**config.mk**
```make
export PLATFORM = sky130hd
export DESIGN_NAME = twiss_optics_propagator
export DESIGN_NICKNAME = d
export VERILOG_FILES = /design/src/rtl/twop_pkg.sv /design/src/rtl/twop_serial.sv /design/src/rtl/twiss_optics_propagator.sv
export SDC_FILE = /design/constraint.sdc
export NUM_CORES = 2
export LEC_CHECK = 0
export ABC_CLOCK_PERIOD_IN_PS = 24600
export BUFFER_PORTS_ARGS = -buffer_cell sky130_fd_sc_hd__buf_2
export CORE_MARGIN = 2
export CORE_UTILIZATION = 36
export CTS_BUF_LIST = sky130_fd_sc_hd__clkbuf_4 sky130_fd_sc_hd__clkbuf_8 sky130_fd_sc_hd__clkbuf_16
export DETAILED_ROUTE_END_ITERATION = 7
export SYNTH_ARGS = -nofsm -noshare
export SYNTH_HDL_FRONTEND = slang
export SYNTH_SLANG_ARGS = --single-unit
```
**constraint.sdc**
```tcl
create_clock -name clk -period 24.6 [get_ports clk]
set_input_delay 2.46 -clock clk [delete_from_list [all_inputs] [get_ports clk]]
set_output_delay 2.46 -clock clk [all_outputs]
set_load 0.02 [all_outputs]
```
**src/rtl/twop_pkg.sv**
```systemverilog
`default_nettype none
package twop_pkg;

	localparam int WORD_BITS = 32;
	localparam int FRAC_BITS = 24;
	localparam int AXIS_BITS = WORD_BITS - 1;
	// serial unit width: holds (2^2F + alpha^2) * emittance
	localparam int UNIT_BITS = 2 * ((3 * WORD_BITS + 1) / 2);

	localparam logic [1:0] OP_MUL  = 2'd0;
	localparam logic [1:0] OP_DIV  = 2'd1;
	localparam logic [1:0] OP_SQRT = 2'd2;

	typedef struct packed {
		logic       start;
		logic [1:0] op;
	} unit_req_t;

	typedef struct packed {
		logic                        opcode;
		logic signed [WORD_BITS-1:0] x_m11;
		logic signed [WORD_BITS-1:0] x_m12;
		logic signed [WORD_BITS-1:0] x_m21;
		logic signed [WORD_BITS-1:0] x_m22;
		logic signed [WORD_BITS-1:0] y_m11;
		logic signed [WORD_BITS-1:0] y_m12;
		logic signed [WORD_BITS-1:0] y_m21;
		logic signed [WORD_BITS-1:0] y_m22;
	} in_item_t;

	typedef struct packed {
		logic signed [WORD_BITS-1:0] alpha_x;
		logic signed [WORD_BITS-1:0] beta_x;
		logic signed [WORD_BITS-1:0] alpha_y;
		logic signed [WORD_BITS-1:0] beta_y;
		logic        [AXIS_BITS-1:0] x_axis_major;
		logic        [AXIS_BITS-1:0] x_axis_minor;
		logic        [AXIS_BITS-1:0] y_axis_major;
		logic        [AXIS_BITS-1:0] y_axis_minor;
		logic                        x_unstable;
		logic                        y_unstable;
	} out_item_t;

endpackage
`default_nettype wire

```
**src/rtl/twop_serial.sv**
```systemverilog
`default_nettype none
module twop_serial (
	input  wire logic                          clk,
	input  wire logic                          arst_n,
	input  wire twop_pkg::unit_req_t           req,
	input  wire logic [twop_pkg::UNIT_BITS-1:0] x,
	input  wire logic [twop_pkg::UNIT_BITS-1:0] y,
	output logic                               done,
	output logic [twop_pkg::UNIT_BITS-1:0]     res
);
	localparam int UW = twop_pkg::UNIT_BITS;
	localparam int W  = twop_pkg::WORD_BITS;
	localparam int CW = $clog2(UW + 1);

	logic [1:0]    op_q;
	logic          busy_q;
	logic          done_q;
	logic [CW-1:0] cnt_q;
	logic [UW-1:0] aux_q;
	logic [UW-1:0] dvs_q;
	logic [UW-1:0] rem_q;
	logic [UW-1:0] acc_q;

	logic [UW-1:0] mul_sum;
	logic [UW-1:0] div_r2;
	logic          div_ge;
	logic [UW-1:0] sq_r2;
	logic [UW-1:0] sq_tr;
	logic          sq_ge;

	// one multiplier bit, one quotient bit or one root bit per cycle
	always_comb begin
		mul_sum = {acc_q[UW-2:0], 1'b0} + (aux_q[UW-1] ? dvs_q : '0);
		div_r2  = {rem_q[UW-2:0], aux_q[UW-1]};
		div_ge  = div_r2 >= dvs_q;
		sq_r2   = {rem_q[UW-3:0], aux_q[UW-1:UW-2]};
		sq_tr   = {acc_q[UW-3:0], 2'b01};
		sq_ge   = sq_r2 >= sq_tr;
	end

	always_ff @(posedge clk or negedge arst_n) begin
		if (!arst_n) begin
			busy_q <= 1'b0;
			done_q <= 1'b0;
			cnt_q  <= '0;
			op_q   <= twop_pkg::OP_MUL;
		end else begin
			done_q <= 1'b0;
			if (req.start) begin
				busy_q <= 1'b1;
				op_q   <= req.op;
				case (req.op)
					twop_pkg::OP_MUL: cnt_q <= CW'(W);
					twop_pkg::OP_DIV: cnt_q <= CW'(UW);
					default:          cnt_q <= CW'(UW / 2);
				endcase
			end else if (busy_q) begin
				cnt_q <= cnt_q - CW'(1);
				if (cnt_q == CW'(1)) begin
					busy_q <= 1'b0;
					done_q <= 1'b1;
				end
			end
		end
	end

	always_ff @(posedge clk) begin
		if (req.start) begin
			acc_q <= '0;
			rem_q <= '0;
			if (req.op == twop_pkg::OP_MUL) begin
				aux_q <= y << (UW - W);
				dvs_q <= x;
			end else begin
				aux_q <= x;
				dvs_q <= y;
			end
		end else if (busy_q) begin
			case (op_q)
				twop_pkg::OP_MUL: begin
					acc_q <= mul_sum;
					aux_q <= aux_q << 1;
				end
				twop_pkg::OP_DIV: begin
					acc_q <= {acc_q[UW-2:0], div_ge};
					rem_q <= div_ge ? div_r2 - dvs_q : div_r2;
					aux_q <= aux_q << 1;
				end
				default: begin
					acc_q <= {acc_q[UW-2:0], sq_ge};
					rem_q <= sq_ge ? sq_r2 - sq_tr : sq_r2;
					aux_q <= aux_q << 2;
				end
			endcase
		end
	end

	assign done = done_q;
	assign res  = acc_q;
endmodule
`default_nettype wire

```
**src/rtl/twiss_optics_propagator.sv**
```systemverilog
`default_nettype none
// channel  | signals                  | direction | content
// ---------+--------------------------+-----------+--------------------------------
// in       | in_valid/in_ready        | request   | opcode and both 2x2 matrices
// out      | out_valid/out_ready      | result    | alpha, beta, axes, unstable flags
// cfg      | cfg_we/cfg_wdata         | write     | emittance, unsigned Q7.24
//
// one item at a time through a shared bit-serial multiply/divide/sqrt unit
// a propagate takes 32 multiplies plus one write step per entry of the products
// and the new map, then each plane runs 4 multiplies, 3 divides and 3 roots
// a load skips the products; an unstable plane ends its sequence early
// reset sets the map to identity and emittance to 1.0
// a finished result waits in the output register while the next request runs
module twiss_optics_propagator (
	input  wire logic                          clk,
	input  wire logic                          arst_n,
	input  wire logic                          in_valid,
	output logic                               in_ready,
	input  wire twop_pkg::in_item_t            in_data,
	output logic                               out_valid,
	input  wire logic                          out_ready,
	output twop_pkg::out_item_t                out_data,
	input  wire logic                          cfg_we,
	input  wire logic [twop_pkg::AXIS_BITS-1:0] cfg_wdata
);
	localparam int W   = twop_pkg::WORD_BITS;
	localparam int F   = twop_pkg::FRAC_BITS;
	localparam int AXW = twop_pkg::AXIS_BITS;
	localparam int UW  = twop_pkg::UNIT_BITS;

	localparam logic [2:0] ST_IDLE  = 3'd0;
	localparam logic [2:0] ST_PM_GO = 3'd1;
	localparam logic [2:0] ST_PM_WT = 3'd2;
	localparam logic [2:0] ST_PM_WR = 3'd3;
	localparam logic [2:0] ST_TW_GO = 3'd4;
	localparam logic [2:0] ST_TW_WT = 3'd5;
	localparam logic [2:0] ST_TW_WR = 3'd6;
	localparam logic [2:0] ST_DONE  = 3'd7;

	localparam logic [3:0] SRC_F0 = 4'd0;
	localparam logic [3:0] SRC_F1 = 4'd1;
	localparam logic [3:0] SRC_F2 = 4'd2;
	localparam logic [3:0] SRC_F3 = 4'd3;
	localparam logic [3:0] SRC_G0 = 4'd4;
	localparam logic [3:0] SRC_G1 = 4'd5;
	localparam logic [3:0] SRC_G2 = 4'd6;
	localparam logic [3:0] SRC_G3 = 4'd7;
	localparam logic [3:0] SRC_P0 = 4'd8;
	localparam logic [3:0] SRC_P1 = 4'd9;
	localparam logic [3:0] SRC_P2 = 4'd10;
	localparam logic [3:0] SRC_P3 = 4'd11;

	localparam logic signed [2*W:0] ACC_MAX = {{(W+2){1'b0}}, {(W-1){1'b1}}};
	localparam logic signed [2*W:0] ACC_MIN = {{(W+2){1'b1}}, {(W-1){1'b0}}};
	localparam logic signed [W:0]   T_LIM   = $signed((W+1)'(1) << (F + 1));
	localparam logic signed [W:0]   T_NLIM  = -T_LIM;
	localparam logic [UW-1:0] U_WMAX  = {{(UW-W+1){1'b0}}, {(W-1){1'b1}}};
	localparam logic [UW-1:0] U_WHALF = UW'(1) << (W - 1);
	localparam logic [UW-1:0] U_AXMAX = {{(UW-AXW){1'b0}}, {AXW{1'b1}}};
	localparam logic [UW-1:0] U_FOUR  = UW'(1) << (2 * F + 2);
	localparam logic [UW-1:0] U_ONE2  = UW'(1) << (2 * F);
	localparam logic [W-1:0]  W_MAX   = {1'b0, {(W-1){1'b1}}};
	localparam logic [W-1:0]  W_MIN   = {1'b1, {(W-1){1'b0}}};

	// operand sources of the two products of each dot step
	function automatic logic [3:0] dot_src(input logic [2:0] d, input logic t, input logic sy);
		logic [3:0] s;
		s = SRC_F0;
		case ({d, t})
			4'b0000: s = sy ? SRC_G0 : SRC_F0;
			4'b0001: s = sy ? SRC_G2 : SRC_F1;
			4'b0010: s = sy ? SRC_G1 : SRC_F0;
			4'b0011: s = sy ? SRC_G3 : SRC_F1;
			4'b0100: s = sy ? SRC_G0 : SRC_F2;
			4'b0101: s = sy ? SRC_G2 : SRC_F3;
			4'b0110: s = sy ? SRC_G1 : SRC_F2;
			4'b0111: s = sy ? SRC_G3 : SRC_F3;
			4'b1000: s = sy ? SRC_F3 : SRC_P0;
			4'b1001: s = sy ? SRC_F2 : SRC_P1;
			4'b1010: s = sy ? SRC_F0 : SRC_P1;
			4'b1011: s = sy ? SRC_F1 : SRC_P0;
			4'b1100: s = sy ? SRC_F3 : SRC_P2;
			4'b1101: s = sy ? SRC_F2 : SRC_P3;
			4'b1110: s = sy ? SRC_F0 : SRC_P3;
			4'b1111: s = sy ? SRC_F1 : SRC_P2;
			default: s = SRC_F0;
		endcase
		return s;
	endfunction

	function automatic logic [W-1:0] mag_w(input logic [W-1:0] v);
		return v[W-1] ? (~v + W'(1)) : v;
	endfunction

	function automatic logic [W:0] mag_t(input logic [W:0] v);
		return v[W] ? (~v + (W+1)'(1)) : v;
	endfunction

	logic [2:0]  state_q;
	logic        plane_q;
	logic [2:0]  dstep_q;
	logic        term_q;
	logic        psign_q;
	logic [3:0]  tstep_q;
	logic        fail_q;
	logic        outv_q;
	twop_pkg::in_item_t  in_q;
	twop_pkg::out_item_t work_q;
	twop_pkg::out_item_t out_q;
	logic signed [W-1:0] map_q [8];
	logic signed [W-1:0] p_q [4];
	logic signed [2*W:0] acc_q;
	logic [AXW-1:0] eps_q;
	logic [W-1:0]   smag_q;
	logic [W-1:0]   beta_q;
	logic [W-1:0]   alpha_q;
	logic [AXW-1:0] major_q;

	twop_pkg::unit_req_t u_req;
	logic [UW-1:0] u_x;
	logic [UW-1:0] u_y;
	logic          u_done;
	logic [UW-1:0] u_res;

	logic signed [W-1:0] f [4];
	logic signed [W-1:0] m [4];
	logic signed [W-1:0] opx;
	logic signed [W-1:0] opy;
	logic signed [2*W:0] prod;
	logic signed [2*W:0] acc_sh;
	logic signed [W-1:0] dot_val;
	logic signed [W:0]   tr;
	logic signed [W:0]   nd;
	logic [W:0]          tmag;
	logic [W:0]          nmag;
	logic                tr_bad;
	logic                aneg;
	logic [W-1:0]        beta_v;
	logic [W-1:0]        alpha_v;
	logic [AXW-1:0]      axis_v;

	twop_serial u_serial (
		.clk    (clk),
		.arst_n (arst_n),
		.req    (u_req),
		.x      (u_x),
		.y      (u_y),
		.done   (u_done),
		.res    (u_res)
	);

	always_comb begin
		f[0] = plane_q ? in_q.y_m11 : in_q.x_m11;
		f[1] = plane_q ? in_q.y_m12 : in_q.x_m12;
		f[2] = plane_q ? in_q.y_m21 : in_q.x_m21;
		f[3] = plane_q ? in_q.y_m22 : in_q.x_m22;
		m[0] = plane_q ? map_q[4] : map_q[0];
		m[1] = plane_q ? map_q[5] : map_q[1];
		m[2] = plane_q ? map_q[6] : map_q[2];
		m[3] = plane_q ? map_q[7] : map_q[3];
	end

	function automatic logic signed [W-1:0] pick(input logic [3:0] s,
		input logic signed [W-1:0] f0, input logic signed [W-1:0] f1,
		input logic signed [W-1:0] f2, input logic signed [W-1:0] f3,
		input logic signed [W-1:0] g0, input logic signed [W-1:0] g1,
		input logic signed [W-1:0] g2, input logic signed [W-1:0] g3,
		input logic signed [W-1:0] p0, input logic signed [W-1:0] p1,
		input logic signed [W-1:0] p2, input logic signed [W-1:0] p3);
		logic signed [W-1:0] v;
		v = f0;
		case (s)
			SRC_F0:  v = f0;
			SRC_F1:  v = f1;
			SRC_F2:  v = f2;
			SRC_F3:  v = f3;
			SRC_G0:  v = g0;
			SRC_G1:  v = g1;
			SRC_G2:  v = g2;
			SRC_G3:  v = g3;
			SRC_P0:  v = p0;
			SRC_P1:  v = p1;
			SRC_P2:  v = p2;
			SRC_P3:  v = p3;
			default: v = f0;
		endcase
		return v;
	endfunction

	always_comb begin
		opx = pick(dot_src(dstep_q, term_q, 1'b0), f[0], f[1], f[2], f[3],
			m[0], m[1], m[2], m[3], p_q[0], p_q[1], p_q[2], p_q[3]);
		opy = pick(dot_src(dstep_q, term_q, 1'b1), f[0], f[1], f[2], f[3],
			m[0], m[1], m[2], m[3], p_q[0], p_q[1], p_q[2], p_q[3]);
		prod = $signed({1'b0, u_res[2*W-1:0]});
		if (psign_q)
			prod = -prod;
		acc_sh = acc_q >>> F;
		if (acc_sh > ACC_MAX)
			dot_val = W_MAX;
		else if (acc_sh < ACC_MIN)
			dot_val = W_MIN;
		else
			dot_val = acc_sh[W-1:0];

		tr     = $signed({m[0][W-1], m[0]}) + $signed({m[3][W-1], m[3]});
		nd     = $signed({m[0][W-1], m[0]}) - $signed({m[3][W-1], m[3]});
		tmag   = mag_t(tr);
		nmag   = mag_t(nd);
		tr_bad = (tr >= T_LIM) || (tr <= T_NLIM);
		aneg   = nd[W] ^ m[1][W-1];

		beta_v = (u_res > U_WMAX) ? W_MAX : u_res[W-1:0];
		if (aneg)
			alpha_v = (u_res > U_WHALF) ? W_MIN : (~u_res[W-1:0] + W'(1));
		else
			alpha_v = (u_res > U_WMAX) ? W_MAX : u_res[W-1:0];
		axis_v = (u_res > U_AXMAX) ? {AXW{1'b1}} : u_res[AXW-1:0];
	end

	// operands for the serial unit
	always_comb begin
		u_req.start = 1'b0;
		u_req.op    = twop_pkg::OP_MUL;
		u_x         = '0;
		u_y         = '0;
		if (state_q == ST_PM_GO) begin
			u_req.start = 1'b1;
			u_x = UW'(mag_w(opx));
			u_y = UW'(mag_w(opy));
		end else if (state_q == ST_TW_GO) begin
			case (tstep_q)
				4'd0: begin
					u_req.start = !tr_bad;
					u_x = UW'(tmag);
					u_y = UW'(tmag);
				end
				4'd1: begin
					u_req.start = 1'b1;
					u_req.op    = twop_pkg::OP_SQRT;
					u_x = (U_FOUR - u_res) >> 2;
				end
				4'd2: begin
					u_req.start = smag_q != '0;
					u_req.op    = twop_pkg::OP_DIV;
					u_x = UW'(mag_w(m[1])) << F;
					u_y = UW'(smag_q);
				end
				4'd3: begin
					u_req.start = beta_q != '0;
					u_req.op    = twop_pkg::OP_DIV;
					u_x = UW'(nmag) << F;
					u_y = UW'(smag_q) << 1;
				end
				4'd4: begin
					u_req.start = 1'b1;
					u_x = UW'(beta_q);
					u_y = UW'(eps_q);
				end
				4'd5, 4'd9: begin
					u_req.start = 1'b1;
					u_req.op    = twop_pkg::OP_SQRT;
					u_x = u_res;
				end
				4'd6: begin
					u_req.start = 1'b1;
					u_x = UW'(mag_w(alpha_q));
					u_y = UW'(mag_w(alpha_q));
				end
				4'd7: begin
					u_req.start = 1'b1;
					u_x = U_ONE2 + u_res;
					u_y = UW'(eps_q);
				end
				4'd8: begin
					u_req.start = 1'b1;
					u_req.op    = twop_pkg::OP_DIV;
					u_x = u_res;
					u_y = UW'(beta_q);
				end
				default: u_req.start = 1'b0;
			endcase
		end
	end

	always_ff @(posedge clk or negedge arst_n) begin
		if (!arst_n) begin
			state_q <= ST_IDLE;
			plane_q <= 1'b0;
			dstep_q <= '0;
			term_q  <= 1'b0;
			tstep_q <= '0;
			fail_q  <= 1'b0;
			outv_q  <= 1'b0;
			eps_q   <= AXW'(1) << F;
			for (int i = 0; i < 8; i++)
				map_q[i] <= (i == 0 || i == 3 || i == 4 || i == 7) ? W'(1) << F : '0;
		end else begin
			if (cfg_we)
				eps_q <= cfg_wdata;
			if (outv_q && out_ready)
				outv_q <= 1'b0;
			case (state_q)
				ST_IDLE: begin
					if (in_valid) begin
						plane_q <= 1'b0;
						dstep_q <= '0;
						term_q  <= 1'b0;
						tstep_q <= '0;
						if (in_data.opcode) begin
							state_q <= ST_PM_GO;
						end else begin
							map_q[0] <= in_data.x_m11;
							map_q[1] <= in_data.x_m12;
							map_q[2] <= in_data.x_m21;
							map_q[3] <= in_data.x_m22;
							map_q[4] <= in_data.y_m11;
							map_q[5] <= in_data.y_m12;
							map_q[6] <= in_data.y_m21;
							map_q[7] <= in_data.y_m22;
							state_q  <= ST_TW_GO;
						end
					end
				end
				ST_PM_GO: state_q <= ST_PM_WT;
				ST_PM_WT: begin
					if (u_done) begin
						term_q  <= 1'b1;
						state_q <= term_q ? ST_PM_WR : ST_PM_GO;
					end
				end
				ST_PM_WR: begin
					if (dstep_q[2])
						map_q[{plane_q, dstep_q[1:0]}] <= dot_val;
					term_q  <= 1'b0;
					dstep_q <= dstep_q + 3'd1;
					if (dstep_q == 3'd7) begin
						plane_q <= !plane_q;
						state_q <= plane_q ? ST_TW_GO : ST_PM_GO;
					end else begin
						state_q <= ST_PM_GO;
					end
				end
				ST_TW_GO: begin
					if (u_req.start) begin
						state_q <= ST_TW_WT;
					end else begin
						fail_q  <= 1'b1;
						state_q <= ST_TW_WR;
					end
				end
				ST_TW_WT: begin
					if (u_done) begin
						tstep_q <= tstep_q + 4'd1;
						if (tstep_q == 4'd9) begin
							fail_q  <= 1'b0;
							state_q <= ST_TW_WR;
						end else begin
							state_q <= ST_TW_GO;
						end
					end
				end
				ST_TW_WR: begin
					tstep_q <= '0;
					fail_q  <= 1'b0;
					plane_q <= !plane_q;
					state_q <= plane_q ? ST_DONE : ST_TW_GO;
				end
				ST_DONE: begin
					if (!outv_q || out_ready) begin
						outv_q  <= 1'b1;
						state_q <= ST_IDLE;
					end
				end
				default: state_q <= ST_IDLE;
			endcase
		end
	end

	always_ff @(posedge clk) begin
		if (state_q == ST_IDLE && in_valid)
			in_q <= in_data;
		if (state_q == ST_PM_GO)
			psign_q <= opx[W-1] ^ opy[W-1] ^ (dstep_q[2] & term_q);
		if (state_q == ST_PM_WT && u_done)
			acc_q <= term_q ? acc_q + prod : prod;
		if (state_q == ST_PM_WR && !dstep_q[2])
			p_q[dstep_q[1:0]] <= dot_val;
		if (state_q == ST_TW_WT && u_done) begin
			case (tstep_q)
				4'd1:    smag_q  <= u_res[W-1:0];
				4'd2:    beta_q  <= beta_v;
				4'd3:    alpha_q <= alpha_v;
				4'd5:    major_q <= axis_v;
				4'd9: begin
					if (plane_q) begin
						work_q.alpha_y      <= alpha_q;
						work_q.beta_y       <= beta_q;
						work_q.y_axis_major <= major_q;
						work_q.y_axis_minor <= axis_v;
					end else begin
						work_q.alpha_x      <= alpha_q;
						work_q.beta_x       <= beta_q;
						work_q.x_axis_major <= major_q;
						work_q.x_axis_minor <= axis_v;
					end
				end
				default: smag_q <= smag_q;
			endcase
		end
		if (state_q == ST_TW_WR) begin
			if (plane_q) begin
				work_q.y_unstable <= fail_q;
				if (fail_q) begin
					work_q.alpha_y      <= '0;
					work_q.beta_y       <= '0;
					work_q.y_axis_major <= '0;
					work_q.y_axis_minor <= '0;
				end
			end else begin
				work_q.x_unstable <= fail_q;
				if (fail_q) begin
					work_q.alpha_x      <= '0;
					work_q.beta_x       <= '0;
					work_q.x_axis_major <= '0;
					work_q.x_axis_minor <= '0;
				end
			end
		end
		if (state_q == ST_DONE && (!outv_q || out_ready))
			out_q <= work_q;
	end

	assign in_ready  = state_q == ST_IDLE;
	assign out_valid = outv_q;
	assign out_data  = out_q;
endmodule
`default_nettype wire

```
==> impl_metrics.ini <==
[yosys]
ys_warn_count = 0
synth_edf_count = 1025
syn_area_mm2 = 0.113
ys_seq_area_share_pct = 42.1
synthFlopType = edfxtp_1
synthesis.nets = 13300
synth_cell_types = 109
ys_seq_elements = 1780
syn_avg_cell_area_um2 = 8.97
syn_inst = 12600
async_flop_share_pct = 17.5

[die]
initial_core_util_pct = 36.2
die-area_mm2 = 0.318
num_rows = 205
fp.dieH_um = 564
io_pins = 549
die_w_um = 564
core_mm2 = 0.312

[status]
status = finished, violations left
violations = DRC, capacitance limit

[sta]
finClkSkew_ns = 0.105
finalCritPeriodShare_pct = 40.4
finalSetupViolations = 0
fin_crit_ns = 9.94
worst_pin_slew_ns = 1.46
maxSlewViolCount = 0
maxSlewHeadroom_pct = 1.82
rsz0062_at_grt = no
tns_ns = 0
timing.fmax_ghz = 0.101
finalHoldViolations = 0
hold_ws_ns = 0.384

[hold_path]
hold_end = out_data[85]$_DFFE_PP_
hold_depth = 0
hp-start = work_q[85]$_DFF_P_
worstHoldPathType = flop to flop

[flow_run]
drv_cap = 1

[clocking]
clkTransAtPathRegs_ns = 0.06
cts_resized = 0
cts_setup_buffers = 0
root_buffer = clkbuf_16
clkLatencyLatePin_ns = 0.94
cts_buffer_depth = 4
htree_levels = 4
cts_hold_buf = 0
tritoncts = done
cts.sink_count = 1780
cts_buffers = 202

[worst_setup_path]
end_kind = flop
required_ns = 25.11
reg2reg_to = u_serial.dvs_q[78]$_SDFFCE_PP0N_
worst_ep_arrival_time_ns = 10.46
reg2reg_depth = 20
r2r_slack_ns = 14.66
crit_type = flop to flop
cp-start-kind = flop
reg2reg_from = plane_q$_DFFE_PN0P_
crit_fanout = 195

[power]
clkPwrFrac_pct = 49.9
p_comb_share_pct = 1.7
p_leak_nw = 48.3
seq_power_share_pct = 48.5
power.density_mw_per_mm2 = 51.4
power.internal_mw = 5.04
p_switching_mw = 1.44
swShare_pct = 22.2
ir_drop_v = 0.0000534

[global_routing]
grt_usage_pct = 30.1
grt_busiest_layer = met2
grtUsageMet2_pct = 44.5
grt_pass1_vias = 96300
grt_pass1_wl_mm = 704
grt_max_degree = 196
use_met3_pct = 6.75
grt-ovfl-total = 0
antenna_found_initial = 55
met1_usage_pct = 41.4

[placed_design]
place_congestion = 1.06
port_buffers = 548
place.detailed.hpwl_mm = 377

[route]
dr.first_iter.drc_count = 14900
via_per_inst = 6.20
drc = 46
drt-total-wl_mm = 499
route.vias.total = 105000
dr.pass1.iters = 8
postRouteAntennaNets = 0
avgRoutedWirePerCell_um = 29.4

[final_layout]
fill_cells = 31100
multiInputGateArea_mm2 = 0.0604
drive_gt1_share_pct = 11.6
area_delta_synth_final_pct = 11.9
regArea_mm2 = 0.0475
layout.nets = 13300
==> sequential cells by signal (all words and copies together), names as in the netlist, 7 cells and up <==
name and cells:
acc_q 65, alpha_q 32, beta_q 32, eps_q 31
in_q 256, major_q 31, map_q 256, out_data 254
p_q 128, smag_q 32, u_serial.aux_q 96, u_serial.cnt_q 7
u_serial.dvs_q 96, u_serial.rem_q 95, u_serial.res 96, work_q 254
==> metal layers <==
metal,part of all wire [%],vias to the layer above
met3,11,1058
met5,0.016,-
met2,43,6458
li1,-,46500
met4,5.6,12
met1,41,51100
==> worst max path at each step <==
| stage | startpoint | to | slack (ns) | cells after the start |
|---|---|---|---|---|
| after CTS | plane_q$_DFFE_PN0P_ | u_serial.dvs_q[50]$_SDFFCE_PP0N_ | 14.83 | 20 |
| after floorplan | out_ready | out_data[0]$_DFFE_PP_ | 9.98 | 2 |
| final | plane_q$_DFFE_PN0P_ | u_serial.dvs_q[78]$_SDFFCE_PP0N_ | 14.66 | 20 |
| after detailed placement | plane_q$_DFFE_PN0P_ | u_serial.dvs_q[80]$_SDFFCE_PP0N_ | 14.84 | 20 |
| after global routing | plane_q$_DFFE_PN0P_ | u_serial.dvs_q[63]$_SDFFCE_PP0N_ | 14.44 | 20 |
| after global placement | plane_q$_DFFE_PN0P_ | u_serial.dvs_q[80]$_SDFFCE_PP0N_ | 14.90 | 20 |
==> per-stage QoR <==
step                setup WS, ns  instances  util (%)  total power, mW  cell area, um2
global route               14.44      16900      40.5             6.61          126000
global placement           14.90      16500      38.2             3.31          119000
CTS                        14.83      16900      40.5             6.50          126000
detailed placement         14.84      16500      38.2             3.31          119000
finish                     14.66      16900      40.5             6.48          126000
floorplan                   9.98      12600         -             3.23          113000
==> layout by cell type (no fill, tap or decap), types with 78 or more instances in the layout <==
master,count
inv_1,408
and3_1,82
nor2_1,1202
a21o_1,213
mux2_2,110
a211oi_1,191
ha_1,437
dfxtp_1,443
nor3_1,197
nand3_1,251
a31oi_1,122
a22oi_1,315
a21oi_1,1348
nand4_1,176
buf_2,547
clkbuf_16,206
xnor2_1,472
mux2i_1,336
nor4_1,78
edfxtp_1,1025
o22ai_1,160
nand2_1,1331
o21bai_1,103
o21ai_0,631
dfrtp_1,300
xor2_1,230
o21a_1,96
buf_4,200
o211ai_1,175
==> Yosys cell counts, drive strengths merged (76+ instances only) <==
cell	n	share of area (%)
mux2	110	1.1
xor2	230	1.8
dfxtp	443	7.9
ha	437	4.8
o211ai	175	1.2
nand2	1337	4.5
a31oi	127	0.72
nand3	251	1.1
or3	78	0.44
o21bai	103	0.69
a211oi	217	1.6
buf	153	0.67
xnor2	475	3.7
nor2b	76	0.42
o21ai	660	2.9
nand4	176	0.98
o22ai	160	0.89
o21a	97	0.65
a21oi	1352	6.0
edfxtp	1025	27
mux2i	336	3.0
clkbuf	774	2.6
and3	83	0.46
a22oi	315	2.1
dfrtp	307	6.8
nor4	85	0.51
inv	411	1.4
nor3	206	0.91
nor2	1218	4.1
a21o	213	1.4
==> final cells by class <==
type / count / share of cell area (%)
diodes: 33 / 0.0655
clock buffers: 276 / 4.60
clock inverters: 101 / 0.950
inverters: 419 / 1.26
multi-input cells: 9443 / 47.9
flip-flops and latches: 1780 / 37.6
well taps: 4140 / 4.11
repair buffers: 756 / 3.50
==> critical path, stage by stage, from the launching register on <==
cell and delay [ns]:
dfrtp_4 0.95, buf_4 0.87, buf_4 0.83, mux2i_1 0.49, ha_1 0.45, or4_1 0.54
or3_1 0.32, a2111o_1 0.39, a31oi_2 0.38, o31ai_2 0.16, o31ai_4 0.24, xnor2_1 0.25
nand2_1 0.16, or3_4 0.38, o41ai_4 0.20, buf_4 0.27, nor2_4 0.03, buf_4 0.31
inv_8 0.52, buf_12 0.66, buf_4 0.70
==> power groups by stage <==
| stage | Sequential [mW] | Clock (mW) | Combinational, mW |
|---|---|---|---|
| 2_1_floorplan | 3.20 | 0 | 0.0359 |
| 3_3_place_gp | 3.20 | 0 | 0.105 |
| 3_5_place_dp | 3.20 | 0 | 0.104 |
| 4_1_cts | 3.14 | 3.25 | 0.105 |
| 5_1_grt | 3.14 | 3.36 | 0.113 |
| 6_report | 3.14 | 3.23 | 0.108 |
==> cell families after synthesis <==
kind of cell / after synthesis / synth area share, %
AO/OA/AOI/OAI: 3982 / 22.6
XOR/XNOR: 705 / 5.48
adder cells (fa/ha/maj): 443 / 4.95
buffers and inverters: 1346 / 4.64
flip-flops: 1780 / 42.1
multiplexers: 484 / 4.84
AND/OR/NAND/NOR: 3829 / 15.3
Note: power is estimated with default switching activity, not from simulation.
